<file path="config.mk">
export PLATFORM = sky130hd
export DESIGN_NAME = markup_text_tokenizer
export DESIGN_NICKNAME = d
export VERILOG_FILES = /design/src/mtt_pkg.sv /design/src/mtt_front.sv /design/src/mtt_queue.sv /design/src/mtt_back.sv /design/src/markup_text_tokenizer.sv
export SDC_FILE = /design/constraint.sdc
export NUM_CORES = 1
export LEC_CHECK = 0
export BUFFER_PORTS_ARGS = -buffer_cell sky130_fd_sc_hd__buf_4
export CAP_MARGIN = 30
export CORE_UTILIZATION = 45
export DETAILED_ROUTE_END_ITERATION = 7
export GPL_TIMING_DRIVEN = 1
export PLACE_DENSITY = 0.66
export SKIP_CTS_REPAIR_TIMING = 1
export SYNTH_ARGS = -nofsm -noshare
export SYNTH_HDL_FRONTEND = slang
export SYNTH_SLANG_ARGS = --single-unit
</file>
<file path="constraint.sdc">
create_clock -name clk -period 2.53 [get_ports clk]
set_input_delay 0.1265 -clock clk [delete_from_list [all_inputs] [get_ports clk]]
set_output_delay 0.1265 -clock clk [all_outputs]
set_load 0.005 [all_outputs]
</file>
<file path="src/mtt_pkg.sv">
`timescale 1ns / 1ps
// Shared types, codes and token-building functions for the markup text tokenizer.
// No dependencies; every other file of the block imports this package.
package mtt_pkg;

    // Default depth of the queue between front and back
    localparam int QUEUE_DEPTH_DEF = 4;

    // Tokens one input byte can produce at most
    localparam int MAX_BEATS = 3;

    // Token kinds
    typedef enum logic [2:0] {
        KIND_TEXT_CHAR   = 3'd0,
        KIND_IMAGE_CHAR  = 3'd1,
        KIND_TEXT_END    = 3'd2,
        KIND_IMAGE_END   = 3'd3,
        KIND_GROUP_BEGIN = 3'd4,
        KIND_GROUP_END   = 3'd5,
        KIND_STATUS      = 3'd6
    } tok_kind_t;

    // Status codes
    localparam logic [1:0] CODE_OK              = 2'd0;
    localparam logic [1:0] CODE_EMPTY_IMAGE     = 2'd1;
    localparam logic [1:0] CODE_TRAILING_ESCAPE = 2'd2;

    // Markup characters
    localparam logic [7:0] CH_AT        = 8'h40;
    localparam logic [7:0] CH_LBRACE    = 8'h7B;
    localparam logic [7:0] CH_RBRACE    = 8'h7D;
    localparam logic [7:0] CH_BACKSLASH = 8'h5C;
    localparam logic [7:0] CH_DASH      = 8'h2D;
    localparam logic [7:0] CH_UNDERLINE = 8'h5F;
    localparam logic [7:0] CH_SPACE     = 8'h20;

    // Parser state carried from byte to byte
    typedef struct packed {
        logic       image_mode;
        logic       escape_pending;
        logic       run_nonempty;
        logic       failed;
        logic [1:0] fail_code;
    } tok_state_t;

    // One output beat
    typedef struct packed {
        tok_kind_t  kind;
        logic [7:0] ch;
        logic [1:0] code;
        logic       last;
    } tok_beat_t;

    // All beats caused by one input byte, as one queue entry
    typedef struct packed {
        logic [1:0]                    count;
        tok_beat_t [MAX_BEATS-1:0]     beats;
    } tok_entry_t;

    // Working record while one byte is classified
    typedef struct packed {
        tok_state_t st;
        tok_entry_t entry;
    } tok_work_t;

    // Queue status seen by front, back and top
    typedef struct packed {
        logic full;
        logic not_empty;
    } q_status_t;

    function automatic logic is_name_byte(logic [7:0] c);
        return ((c >= 8'h61) && (c <= 8'h7A)) || ((c >= 8'h41) && (c <= 8'h5A))
            || (c == CH_DASH) || (c == CH_UNDERLINE);
    endfunction

    // Append a beat unconditionally (capped at three)
    function automatic tok_work_t work_put(tok_work_t w, tok_kind_t k, logic [7:0] ch,
                                           logic [1:0] code, logic last);
        tok_work_t r;
        r = w;
        if (r.entry.count != 2'd3)
        begin
            r.entry.beats[r.entry.count].kind = k;
            r.entry.beats[r.entry.count].ch   = ch;
            r.entry.beats[r.entry.count].code = code;
            r.entry.beats[r.entry.count].last = last;
            r.entry.count = r.entry.count + 2'd1;
        end
        return r;
    endfunction

    // Append a token unless an error already stopped output
    function automatic tok_work_t work_token(tok_work_t w, tok_kind_t k, logic [7:0] ch);
        tok_work_t r;
        r = w;
        if (!r.st.failed)
        begin
            r = work_put(r, k, ch, CODE_OK, 1'b0);
        end
        return r;
    endfunction

    // Record the first error only
    function automatic tok_work_t work_set_fail(tok_work_t w, logic [1:0] code);
        tok_work_t r;
        r = w;
        if (!r.st.failed)
        begin
            r.st.failed    = 1'b1;
            r.st.fail_code = code;
        end
        return r;
    endfunction

    // Close the open text or image run
    function automatic tok_work_t work_close_run(tok_work_t w);
        tok_work_t r;
        r = w;
        if (r.st.image_mode)
        begin
            if (r.st.run_nonempty)
                r = work_token(r, KIND_IMAGE_END, 8'h00);
            else
                r = work_set_fail(r, CODE_EMPTY_IMAGE);
        end
        else if (r.st.run_nonempty)
        begin
            r = work_token(r, KIND_TEXT_END, 8'h00);
        end
        r.st.run_nonempty = 1'b0;
        return r;
    endfunction

    // One byte in text mode
    function automatic tok_work_t work_text_byte(tok_work_t w, logic [7:0] c);
        tok_work_t r;
        r = w;
        if (r.st.escape_pending)
        begin
            r = work_token(r, KIND_TEXT_CHAR, c);
            r.st.run_nonempty   = 1'b1;
            r.st.escape_pending = 1'b0;
        end
        else
        begin
            unique case (c)
                CH_AT:
                begin
                    r = work_close_run(r);
                    r.st.image_mode = 1'b1;
                end
                CH_LBRACE:
                begin
                    r = work_close_run(r);
                    r = work_token(r, KIND_GROUP_BEGIN, 8'h00);
                end
                CH_RBRACE:
                begin
                    r = work_close_run(r);
                    r = work_token(r, KIND_GROUP_END, 8'h00);
                end
                CH_BACKSLASH:
                begin
                    r.st.escape_pending = 1'b1;
                end
                default:
                begin
                    r = work_token(r, KIND_TEXT_CHAR, c);
                    r.st.run_nonempty = 1'b1;
                end
            endcase
        end
        return r;
    endfunction

    // Full handling of one input byte: next state plus its beats
    function automatic tok_work_t work_step(tok_state_t st, logic [7:0] c, logic last);
        tok_work_t r;
        r       = '0;
        r.st    = st;
        if (!r.st.failed)
        begin
            if (r.st.image_mode)
            begin
                if (is_name_byte(c))
                begin
                    r = work_token(r, KIND_IMAGE_CHAR, c);
                    r.st.run_nonempty = 1'b1;
                end
                else
                begin
                    r = work_close_run(r);
                    r.st.image_mode = 1'b0;
                    if (c != CH_SPACE)
                        r = work_text_byte(r, c);
                end
            end
            else
            begin
                r = work_text_byte(r, c);
            end
        end
        if (last)
        begin
            if (!r.st.failed)
            begin
                r = work_close_run(r);
                if (!r.st.failed && r.st.escape_pending)
                    r = work_set_fail(r, CODE_TRAILING_ESCAPE);
            end
            r = work_put(r, KIND_STATUS, 8'h00,
                         r.st.failed ? r.st.fail_code : CODE_OK, 1'b1);
            r.st = '0;
        end
        return r;
    endfunction

endpackage

</file>
<file path="src/mtt_front.sv">
`timescale 1ns / 1ps
// Front end: accepts input bytes, keeps the parser state and builds the beats of each byte.
// Depends on mtt_pkg.
module mtt_front (
    input  logic               clk,
    input  logic               rst_n,
    input  logic               in_valid,
    output logic               in_stall,
    input  logic [7:0]         char_value,
    input  logic               last_char,
    input  mtt_pkg::q_status_t q_stat,
    output logic               push,
    output mtt_pkg::tok_entry_t push_entry
);
    import mtt_pkg::*;

    tok_state_t state_reg;
    tok_state_t state_next;
    tok_work_t  work;
    logic       accept;

    // Classify the incoming byte against the current state
    always_comb
    begin
        work       = work_step(state_reg, char_value, last_char);
        accept     = in_valid && !q_stat.full;
        in_stall   = q_stat.full;
        push       = accept && (work.entry.count != 2'd0);
        push_entry = work.entry;
        state_next = accept ? work.st : state_reg;
    end

    // Parser state
    always_ff @(posedge clk or negedge rst_n)
    begin
        if (!rst_n)
            state_reg <= '0;
        else
            state_reg <= state_next;
    end

endmodule

</file>
<file path="src/mtt_queue.sv">
`timescale 1ns / 1ps
// Show-ahead queue of per-byte beat groups between front and back end.
// Depends on mtt_pkg.
module mtt_queue #(
    parameter int DEPTH = mtt_pkg::QUEUE_DEPTH_DEF
) (
    input  logic                clk,
    input  logic                rst_n,
    input  logic                push,
    input  mtt_pkg::tok_entry_t push_entry,
    input  logic                pop,
    output mtt_pkg::tok_entry_t head,
    output mtt_pkg::q_status_t  q_stat
);
    import mtt_pkg::*;

    localparam int PTR_W = (DEPTH > 1) ? $clog2(DEPTH) : 1;
    localparam int CNT_W = $clog2(DEPTH + 1);

    tok_entry_t       mem_reg [DEPTH];
    logic [PTR_W-1:0] wr_ptr_reg;
    logic [PTR_W-1:0] wr_ptr_next;
    logic [PTR_W-1:0] rd_ptr_reg;
    logic [PTR_W-1:0] rd_ptr_next;
    logic [CNT_W-1:0] count_reg;
    logic [CNT_W-1:0] count_next;

    // Pointer and fill count update
    always_comb
    begin
        wr_ptr_next = wr_ptr_reg;
        rd_ptr_next = rd_ptr_reg;
        count_next  = count_reg;
        if (push)
            wr_ptr_next = (wr_ptr_reg == PTR_W'(DEPTH - 1)) ? '0 : wr_ptr_reg + 1'b1;
        if (pop)
            rd_ptr_next = (rd_ptr_reg == PTR_W'(DEPTH - 1)) ? '0 : rd_ptr_reg + 1'b1;
        if (push && !pop)
            count_next = count_reg + 1'b1;
        else if (pop && !push)
            count_next = count_reg - 1'b1;
        q_stat.full      = (count_reg == CNT_W'(DEPTH));
        q_stat.not_empty = (count_reg != '0);
        head             = mem_reg[rd_ptr_reg];
    end

    always_ff @(posedge clk or negedge rst_n)
    begin
        if (!rst_n)
        begin
            wr_ptr_reg <= '0;
            rd_ptr_reg <= '0;
            count_reg  <= '0;
        end
        else
        begin
            wr_ptr_reg <= wr_ptr_next;
            rd_ptr_reg <= rd_ptr_next;
            count_reg  <= count_next;
        end
    end

    // Entry storage, no reset
    always_ff @(posedge clk)
    begin
        if (push)
            mem_reg[wr_ptr_reg] <= push_entry;
    end

endmodule

</file>
<file path="src/mtt_back.sv">
`timescale 1ns / 1ps
// Back end: walks the beats of the head queue entry into the output register.
// Depends on mtt_pkg.
module mtt_back (
    input  logic                clk,
    input  logic                rst_n,
    input  mtt_pkg::tok_entry_t head,
    input  mtt_pkg::q_status_t  q_stat,
    output logic                pop,
    output logic                out_valid,
    input  logic                out_stall,
    output mtt_pkg::tok_beat_t  out_beat
);
    import mtt_pkg::*;

    logic [1:0] idx_reg;
    logic [1:0] idx_next;
    logic       out_valid_reg;
    logic       out_valid_next;
    tok_beat_t  beat_reg;
    tok_beat_t  beat_next;
    logic       load;
    logic       last_beat;

    // Load the next beat whenever the output register is free
    always_comb
    begin
        load           = !out_valid_reg || !out_stall;
        last_beat      = (idx_reg == (head.count - 2'd1));
        idx_next       = idx_reg;
        out_valid_next = out_valid_reg;
        beat_next      = beat_reg;
        pop            = 1'b0;
        if (load)
        begin
            out_valid_next = q_stat.not_empty;
            beat_next      = head.beats[idx_reg];
            if (q_stat.not_empty)
            begin
                pop      = last_beat;
                idx_next = last_beat ? 2'd0 : idx_reg + 2'd1;
            end
        end
    end

    always_ff @(posedge clk or negedge rst_n)
    begin
        if (!rst_n)
        begin
            idx_reg       <= 2'd0;
            out_valid_reg <= 1'b0;
        end
        else
        begin
            idx_reg       <= idx_next;
            out_valid_reg <= out_valid_next;
        end
    end

    // Output payload, no reset
    always_ff @(posedge clk)
    begin
        beat_reg <= beat_next;
    end

    assign out_valid = out_valid_reg;
    assign out_beat  = beat_reg;

endmodule

</file>
<file path="src/markup_text_tokenizer.sv">
`timescale 1ns / 1ps
// Top level of the markup text tokenizer: front end, beat queue, back end.
// Depends on mtt_pkg, mtt_front, mtt_queue and mtt_back.
//
//   channel  handshake            payload
//   -------  -------------------  -------------------------------------------
//   in       in_valid / in_stall  char_value[7:0], last_char
//   out      out_valid/out_stall  kind[2:0], char_out[7:0], status_code[1:0],
//                                 last_of_run
//
// One byte is accepted per cycle while the queue has room; a byte yields
// zero to three beats; the back end sends one beat per cycle unless out_stall
// is high, so the output port sets the sustained rate. Beats pass the queue,
// then the output register. in_stall rises only when the queue (QUEUE_DEPTH
// entries) is full. Reset clears parser state, queue and output valid flag.
module markup_text_tokenizer #(
    parameter int QUEUE_DEPTH = mtt_pkg::QUEUE_DEPTH_DEF
) (
    input  logic       clk,
    input  logic       rst_n,
    input  logic       in_valid,
    output logic       in_stall,
    input  logic [7:0] char_value,
    input  logic       last_char,
    output logic       out_valid,
    input  logic       out_stall,
    output logic [2:0] kind,
    output logic [7:0] char_out,
    output logic [1:0] status_code,
    output logic       last_of_run
);
    import mtt_pkg::*;

    q_status_t  q_stat;
    logic       q_push;
    logic       q_pop;
    tok_entry_t q_push_entry;
    tok_entry_t q_head;
    tok_beat_t  out_beat;

    mtt_front u_front (
        .clk        (clk),
        .rst_n      (rst_n),
        .in_valid   (in_valid),
        .in_stall   (in_stall),
        .char_value (char_value),
        .last_char  (last_char),
        .q_stat     (q_stat),
        .push       (q_push),
        .push_entry (q_push_entry)
    );

    mtt_queue #(
        .DEPTH (QUEUE_DEPTH)
    ) u_queue (
        .clk        (clk),
        .rst_n      (rst_n),
        .push       (q_push),
        .push_entry (q_push_entry),
        .pop        (q_pop),
        .head       (q_head),
        .q_stat     (q_stat)
    );

    mtt_back u_back (
        .clk       (clk),
        .rst_n     (rst_n),
        .head      (q_head),
        .q_stat    (q_stat),
        .pop       (q_pop),
        .out_valid (out_valid),
        .out_stall (out_stall),
        .out_beat  (out_beat)
    );

    assign kind        = out_beat.kind;
    assign char_out    = out_beat.ch;
    assign status_code = out_beat.code;
    assign last_of_run = out_beat.last;

    // Only status beats close a string, and only they carry a code
    a_status_fields: assert property (@(posedge clk) disable iff (!rst_n)
        out_valid |-> ((kind == KIND_STATUS) == last_of_run)
                      && ((kind == KIND_STATUS) || (status_code == CODE_OK)))
        else $error("status fields on a non-status beat");

    // The queue never takes an entry while full, never gives one while empty
    a_queue_bounds: assert property (@(posedge clk) disable iff (!rst_n)
        !(q_push && q_stat.full) && !(q_pop && !q_stat.not_empty))
        else $error("queue overflow or underflow");

    // A beat can appear only from a queued entry
    a_out_from_queue: assert property (@(posedge clk) disable iff (!rst_n)
        (!out_valid && !q_stat.not_empty) |=> !out_valid)
        else $error("output beat without a queued entry");

endmodule

</file>
==> results.yml, run 1 <==
outcome:
  outcome: "finished with violations"
  failed_checks: "negative setup slack"
yosys:
  yosys.area.top_type: "edfxtp_1"
  synth_commonest_cells: "154 x edfxtp_1, 35 x mux4_2, 25 x nand2_1, 18 x nor2_1"
  yosysWarningCount: 0
  netlist_instances: 428
  synth_async_sr_flop_share_pct: 9.41
  synth_top_area_share_pct: 63.8
  avgSynthCellArea_um2: 16.9
  synth-edff-count: 154
  synth_seq_cells: 170
  synthTopCellsByArea: "edfxtp_1 64%, mux4_2 11%, dfrtp_1 5.5%, mux2i_1 1.8%, nand2_1 1.3%"
  synth_top_flop_cell: "edfxtp_1"
  yosysMostFrequentCell: "edfxtp_1"
  ys_types: 57
  syn_area_mm2: 0.00725
  synth-seq-area-share_pct: 69.3
global_route:
  grt_pass1_wl_mm: 22.6
  antenna_found_initial: 0
  track_usage_pct: 18.8
  grt_overflow: 0
  grt_start_max_net_pins: 37
  grt_pass1_vias: 4142
worst_setup_path:
  cp_max_fo: 3
  end_kind: "register"
  worstPathBufferInverterCount: 1
  path_cells: "mux4_2 > xnor2_2 > nand2_1 > o22ai_2 > nand2_2 > ha_4 > inv_2 > fa_2 > mux2_2"
  start_kind: "register"
  arrival_ps: 2870
  crit_slowest_cell: "mux4_2"
  reg2reg_depth: 9
  max_stage_delay_ps: 550
  reg2reg_from: "u_queue.rd_ptr_reg[0]"
  reg2reg_to: "u_queue.count_reg[1]"
  reg2reg_slack_ps: -30
  criticalPathCategory: "reg2reg"
  path_delay_family: "multiplexers"
  worst_ep_required_time_ps: 2840
detailed_routing:
  drt_wl_total_mm: 14.2
  dr.pass1.iters: 5
  vias_per_cell: 5.44
  drt_iter0_drc: 410
  wl_per_cell_um: 19.2
  remaining_drc_errors: 0
  ant_nets: 0
  vias: 4041
sta:
  max_freq_mhz: 391
  rsz0062_at_grt: "true"
  worst_slew_pin_slew_ps: 756
  period_share_pct: 101
  slew_headroom_pct: 49.5
  setup_ws_ps: -27.6
  fin_crit_ps: 2560
  hold_violations: 0
  drv_slew: 0
  setup_viol: 1
  clock_skew_ps: 7.05
  fin_tns_setup_ps: -27.6
floorplanning:
  start_util_pct: 45.8
  rows: 46
  ioPinCount: 29
  dieArea_mm2: 0.0166
  core-area_mm2: 0.0158
  die_w_um: 129
  die_h_um: 129
placed_design:
  io_buffer_count: 28
  hpwl_mm: 9.25
  place_area_mm2: 0.00812
  place_congestion: 0.922
layout:
  largest_reg_flops: 140
  area_growth_syn_to_layout_pct: 21.3
  fill_cells: 1221
  fin_nets: 534
  final_area_mm2: 0.00879
  diodes: 0
  drive_above_1_share_pct: 34.0
power_and_ir_drop:
  leakage_uw: 0.00322
  vdd_drop_max_uv: 577
  power_density_mw_per_mm2: 1080
cts:
  cts.path.max_buffers: 2
  cts-htree-levels: 4
  cts_tree: "done"
  clk_pin_slew_worst_paths_ps: 60
  cts.sinks: 170
  cts_root_buffer: "clkbuf_16"
  cts_made_buffers: 17
  insertion_delay_ps: 430
min_path:
  worstHoldEndpoint: "u_back.idx_reg[0]"
  min_from: "out_stall"
  holdPathStages: 3
  hold_path_class: "in2reg"
flow_run:
  max_cap_violations: 0
report_power, final:
part           internal, uW  switching, uW
registers              3820            216
clock network          1570           1090
logic                  1380           1400
total                  6770           2700
layer usage:
layer  GRT usage, %  share of wire [%]  wire length (um)  vias up
met2           32.0                 51              7210      109
met5              0                  0                 0        -
met3           3.62                4.8               684       12
met1           24.6                 43              6160     2060
li1               -                  -                 -     1860
met4           6.16                1.3               191        0
how the worst max path moves through the flow:
stage	start	endpoint	slack, ps	cells after the start
after CTS	u_front.state_reg[4]	u_queue.count_reg[2]	-40	11
after global routing	u_front.state_reg[4]	u_queue.count_reg[2]	-100	11
after floorplan	u_queue.rd_ptr_reg[0]	u_queue.count_reg[1]	10	10
after detailed placement	char_value[4]	u_queue.count_reg[2]	-130	12
final	u_queue.rd_ptr_reg[0]	u_queue.count_reg[1]	-30	9
after global placement	char_value[4]	u_queue.count_reg[2]	-40	12
cell type report:
type | count | area (um^2) | area share, %
inverter | 17 | 63.8 | 0.726
tap | 216 | 270 | 3.07
clock buffer | 17 | 425 | 4.84
timing repair buffer | 78 | 641 | 7.29
sequential | 170 | 5030 | 57.2
multi-input combinational | 230 | 2180 | 24.8
clock inverter | 15 | 188 | 2.13
metrics by stage:
step	instances	power (uW)	hold WS (ps)	setup WS, ps	utilization [%]
4_1_cts	739	9570	-446	-37.5	55.1
5_1_grt	743	9940	104	-97.2	55.5
6_report	743	9470	84.6	-27.6	55.5
2_1_floorplan	435	5910	-169	13.8	-
3_3_place_gp	707	6820	8.95	-40.0	51.3
3_5_place_dp	707	6910	6.47	-134	51.3
cells in the final DEF, fill, tap and decap left out, types with 3 or more instances in the layout:
cell type,n
edfxtp_1,154
buf_4,72
mux4_2,35
nand2_1,24
nor2_1,17
clkbuf_16,17
a21oi_1,15
dfrtp_1,15
inv_1,13
mux2i_1,13
and3_1,10
and2_1,9
o21ai_0,9
conb_1,8
inv_6,6
nand4_1,5
o22ai_1,5
and2_2,5
ha_1,5
and4b_1,4
inv_2,4
o21ai_1,4
nor3_1,4
buf_12,4
xor2_1,3
nand2b_1,3
a31o_2,3
bufinv_16,3
cells by family (layout without fill, tap and decap cells):
kind of cell / count (synthesis) / after routing / share of synthesized area [%]
compound gates: 59 / 59 / 5.63
simple gates: 97 / 97 / 7.30
fa+ha+maj: 7 / 7 / 1.31
flops: 170 / 170 / 69.3
other cells: 1 / 8 / 0.0517
mux: 53 / 53 / 13.6
xor+xnor: 6 / 6 / 0.725
buf+inv: 35 / 127 / 2.09
tightest hold or removal path, cell delays in order:
cell and delay, ps:
buf_4 90, a21oi_1 120, mux2i_1 130
Power figures use the tool's default switching activity.
==> run 2, diff against run 1 <==
--- a/config.mk
+++ b/config.mk
@@ -7,10 +7,10 @@
 export LEC_CHECK = 0
 export BUFFER_PORTS_ARGS = -buffer_cell sky130_fd_sc_hd__buf_4
 export CAP_MARGIN = 30
-export CORE_UTILIZATION = 45
+export CORE_UTILIZATION = 55
 export DETAILED_ROUTE_END_ITERATION = 7
 export GPL_TIMING_DRIVEN = 1
-export PLACE_DENSITY = 0.66
+export PLACE_DENSITY = 0.77
 export SKIP_CTS_REPAIR_TIMING = 1
 export SYNTH_ARGS = -nofsm -noshare
 export SYNTH_HDL_FRONTEND = slang
==> run 2 against run 1 <==
Net effect: the flow still finishes with violations (negative setup slack); maximum frequency shrank 0.10%; first-iteration DRC count shrank 18%; combinational power grew 2%; global-route usage grew 4.4 points; sequential share of layout area grew 0.44 points; clock skew grew 3.3 ps; critical path type unchanged; largest power group unchanged.
==> results.yml, run 2 (synthesis results as in run 1) <==
outcome:
  outcome: "finished with violations"
  failed_checks: "negative setup slack"
worst_setup_path:
  reg2reg_slack_ps: -30
  end_kind: "register"
  cp_max_fo: 4
  arrival_ps: 2870
  worst_ep_required_time_ps: 2840
  criticalPathCategory: "reg2reg"
  start_kind: "register"
global_route:
  grt_start_max_net_pins: 36
  grt_overflow: 0
  grt_pass1_wl_mm: 22.4
  antenna_found_initial: 0
  track_usage_pct: 23.2
  grt_pass1_vias: 4331
power_and_ir_drop:
  vdd_drop_max_uv: 882
  p_sw_uw: 2680
  seqPwrFrac_pct: 42.7
  power_density_mw_per_mm2: 1090
  power.internal_uw: 6810
  combPwrFrac_pct: 29.9
  power_frac_clock_pct: 27.4
  leakage_uw: 0.00320
  swShare_pct: 28.2
floorplanning:
  start_util_pct: 57.0
  ioPinCount: 29
  rows: 41
  core-area_mm2: 0.0127
  die_w_um: 117
  die_h_um: 117
  dieArea_mm2: 0.0136
layout:
  area_growth_syn_to_layout_pct: 20.4
  largest_reg_flops: 140
  layout_common_cells: "154 x edfxtp_1, 69 x buf_4, 35 x mux4_2, 23 x nand2_1, 18 x nor2_1"
  fin_util_pct: 68.6
  fill_cells: 851
  diodes: 0
  layout_commonest_cell: "edfxtp_1"
  multiInputGateArea_mm2: 0.00220
  regArea_mm2: 0.00503
  final_cells: 696
  drive_above_1_share_pct: 32.8
  fin_nets: 531
detailed_routing:
  ant_nets: 0
  dr.pass1.iters: 5
  vias: 4119
  wl_per_cell_um: 20.2
  remaining_drc_errors: 0
  drt_iter0_drc: 337
  drt_wl_total_mm: 14.0
  vias_per_cell: 5.92
placed_design:
  hpwl_mm: 8.92
  io_buffer_count: 28
  place_ws_ps: -147
  placed_cells: 656
  place_congestion: 0.960
sta:
  whs_ps: 102
  rsz0062_at_grt: "true"
  drv_slew: 0
  slew_headroom_pct: 47.7
  setup_ws_ps: -30.2
  clock_skew_ps: 10.4
  fin_tns_setup_ps: -30.2
  worst_slew_pin_slew_ps: 775
  period_share_pct: 101
  setup_viol: 1
  max_freq_mhz: 391
  hold_violations: 0
  fin_crit_ps: 2560
cts:
  cts_root_buffer: "clkbuf_16"
  clk_pin_slew_worst_paths_ps: 70
  cts_tree: "done"
  cts.path.max_buffers: 2
  insertion_delay_ps: 420
  cts_made_buffers: 17
  cts-htree-levels: 4
  cts.sinks: 170
flow_run:
  max_cap_violations: 0
min_path:
  hold_path_class: "in2async"
-- run 2: worst paths after layout --
kind,from,end,cells past startpoint
setup reg to reg,u_queue.rd_ptr_reg[0],u_queue.count_reg[1],9
max in group asynchronous,rst_n,u_queue.rd_ptr_reg[0],2
hold / removal,rst_n,u_back.idx_reg[1],2
hold reg to reg,u_queue.count_reg[2],u_queue.count_reg[2],1
min in group clk,out_stall,u_back.idx_reg[0],3
setup / recovery,u_queue.rd_ptr_reg[0],u_queue.count_reg[1],9
-- run 2: metrics by stage --
stage,cell area (um^2),total power (uW)
after floorplan,7330,5910
after global placement,8010,6750
after detailed placement,8010,6850
after CTS,8610,9440
after global routing,8720,9940
final,8720,9490
-- run 2: area by class of cell --
type / count / area share (%)
sequential: 170 / 57.6
multi-input combinational: 230 / 25.2
timing repair buffer: 75 / 7.08
clock buffer: 18 / 4.92
tap: 172 / 2.47
clock inverter: 14 / 1.99
inverter: 17 / 0.731
-- run 2: metal layers --
metal	routed length, um	up-vias	track usage, %
met5	0	-	0
met4	242	0	9.70
met3	745	23	4.84
met2	7270	169	39.2
met1	5780	2078	29.7
li1	-	1849	-
-- run 2: power groups by stage --
stage	Clock [uW]	Combinational (uW)	Sequential, uW
6_report	2600	2840	4050
5_1_grt	2750	3080	4110
3_5_place_dp	0	2750	4100
3_3_place_gp	0	2690	4060
4_1_cts	2620	2760	4050
2_1_floorplan	0	1860	4040
-- run 2: worst max-delay path: stages, from the launching register on --
cell	delay [ps]
dfrtp_2	390
mux4_2	530
xnor2_2	150
buf_4	140
o22ai_4	180
nand2_4	100
ha_4	190
inv_2	50
fa_2	420
mux2_4	280
==> run 3, diff against run 2 <==
==> constraint.sdc (replaced) <==
create_clock -name clk -period 2.53 [get_ports clk]
set_input_delay 0.3795 -clock clk [delete_from_list [all_inputs] [get_ports clk]]
set_output_delay 0.3795 -clock clk [all_outputs]
set_load 0.005 [all_outputs]
==> run 3 against run 2 <==
Net effect: the run still ends with negative setup slack left; setup slack lost 25 ps; cell area grew 1.4%; sequential share of layout area shrank 0.80 points; critical path depth is the same; sequential power is essentially flat; wire length grew 6.3%; sequential cell count is the same; clock-buffer cell count is the same; register-to-register slack lost 20 ps; cell count grew 1.9%.
==> results.yml, run 3 (synthesis results as in run 1) <==
outcome:
  outcome: "finished with violations"
  failed_checks: "negative setup slack"
detailed_routing:
  remaining_drc_errors: 0
  ant_nets: 0
  vias_per_cell: 6.00
  drt_iter0_drc: 445
  wl_per_cell_um: 21.0
  dr.pass1.iters: 5
  vias: 4252
  drt_wl_total_mm: 14.9
placed_design:
  placed_cells: 675
  io_buffer_count: 28
  place_ws_ps: -258
  hpwl_mm: 9.19
  place_congestion: 0.871
sta:
  fin_crit_ps: 2580
  rsz0062_at_grt: "true"
  hold_violations: 0
  slew_headroom_pct: 38.7
  drv_slew: 0
  clock_skew_ps: 8.84
  worst_slew_pin_slew_ps: 908
  period_share_pct: 102
  setup_viol: 1
  setup_ws_ps: -54.7
  max_freq_mhz: 387
floorplanning:
  dieArea_mm2: 0.0136
  rows: 41
  start_util_pct: 57.0
  die_h_um: 117
  ioPinCount: 29
  die_w_um: 117
  core-area_mm2: 0.0127
worst_setup_path:
  start_kind: "register"
  arrival_ps: 2890
  cp_max_fo: 3
  worst_ep_required_time_ps: 2840
  end_kind: "register"
  criticalPathCategory: "reg2reg"
min_path:
  hold_path_class: "in2reg"
cts:
  cts.sinks: 170
  clk_pin_slew_worst_paths_ps: 60
  cts_root_buffer: "clkbuf_16"
  cts_made_buffers: 17
  insertion_delay_ps: 430
  cts.path.max_buffers: 2
  cts-htree-levels: 4
  cts_tree: "done"
global_route:
  grt_pass1_wl_mm: 23.2
  antenna_found_initial: 0
  grt_start_max_net_pins: 36
  track_usage_pct: 24.1
  grt_overflow: 0
  grt_pass1_vias: 4340
layout:
  drive_above_1_share_pct: 35.2
  fin_nets: 548
  layout_commonest_cell: "edfxtp_1"
  fin_util_pct: 69.5
  layout_common_cells: "154 x edfxtp_1, 86 x buf_4, 35 x mux4_2, 24 x nand2_1, 17 x clkbuf_16"
  final_cells: 709
  largest_reg_flops: 140
  area_growth_syn_to_layout_pct: 22.1
  diodes: 0
power_and_ir_drop:
  power_density_mw_per_mm2: 1080
  vdd_drop_max_uv: 566
  p_total_uw: 9540
  leakage_uw: 0.00328
flow_run:
  max_cap_violations: 0
[run 3: layout make-up]
type	instances	area, um^2
flip-flops and latches	170	5030
fillers	823	3870
multi-input cells	230	2200
repair buffers	92	756
clock buffers	18	429
well taps	172	215
clock inverters	10	154
inverters	17	63.8
[run 3: metal layers]
layer / up-vias / wire [um] / global-route usage, %
met5: - / 0 / 0
met4: 0 / 309 / 10.7
met3: 32 / 1060 / 5.10
met2: 193 / 7410 / 38.5
met1: 2151 / 6150 / 32.6
li1: 1876 / - / -
[run 3: per-stage QoR]
stage               TNS (ps)  hold slack [ps]  instance area (um^2)
global route            -258              245                  8850
global placement       -6740              250                  8160
CTS                     -245             -191                  8740
finish                 -54.7              229                  8850
detailed placement    -20140              256                  8160
floorplan             -16440             83.9                  7340
[run 3: final timing paths]
check,startpoint,endpoint,slack (ps),depth (start not counted)
max reg2reg,u_queue.rd_ptr_reg[0],u_queue.count_reg[1],-50,9
max,u_queue.rd_ptr_reg[0],u_queue.count_reg[1],-50,9
min in group asynchronous,rst_n,u_queue.wr_ptr_reg[1],360,2
max in group asynchronous,rst_n,u_queue.rd_ptr_reg[0],1960,2
min,last_char,u_front.state_reg[2],230,2
min reg2reg,u_queue.count_reg[2],u_queue.count_reg[2],520,1
[run 3: power by group]
| group | total (uW) | switching [uW] | leakage [uW] | internal (uW) |
|---|---|---|---|---|
| registers | 4070 | 248 | 0.00163 | 3820 |
| logic | 2860 | 1430 | 0.00137 | 1430 |
| clock network | 2610 | 988 | 0.000282 | 1620 |
[run 3: worst max-delay path: stages, from the launching register on]
cell	delay [ps]
dfrtp_2	400
buf_12	120
mux4_2	530
nand2b_4	160
o22ai_2	200
nand2_2	140
ha_4	200
inv_2	40
fa_2	410
mux2_2	260
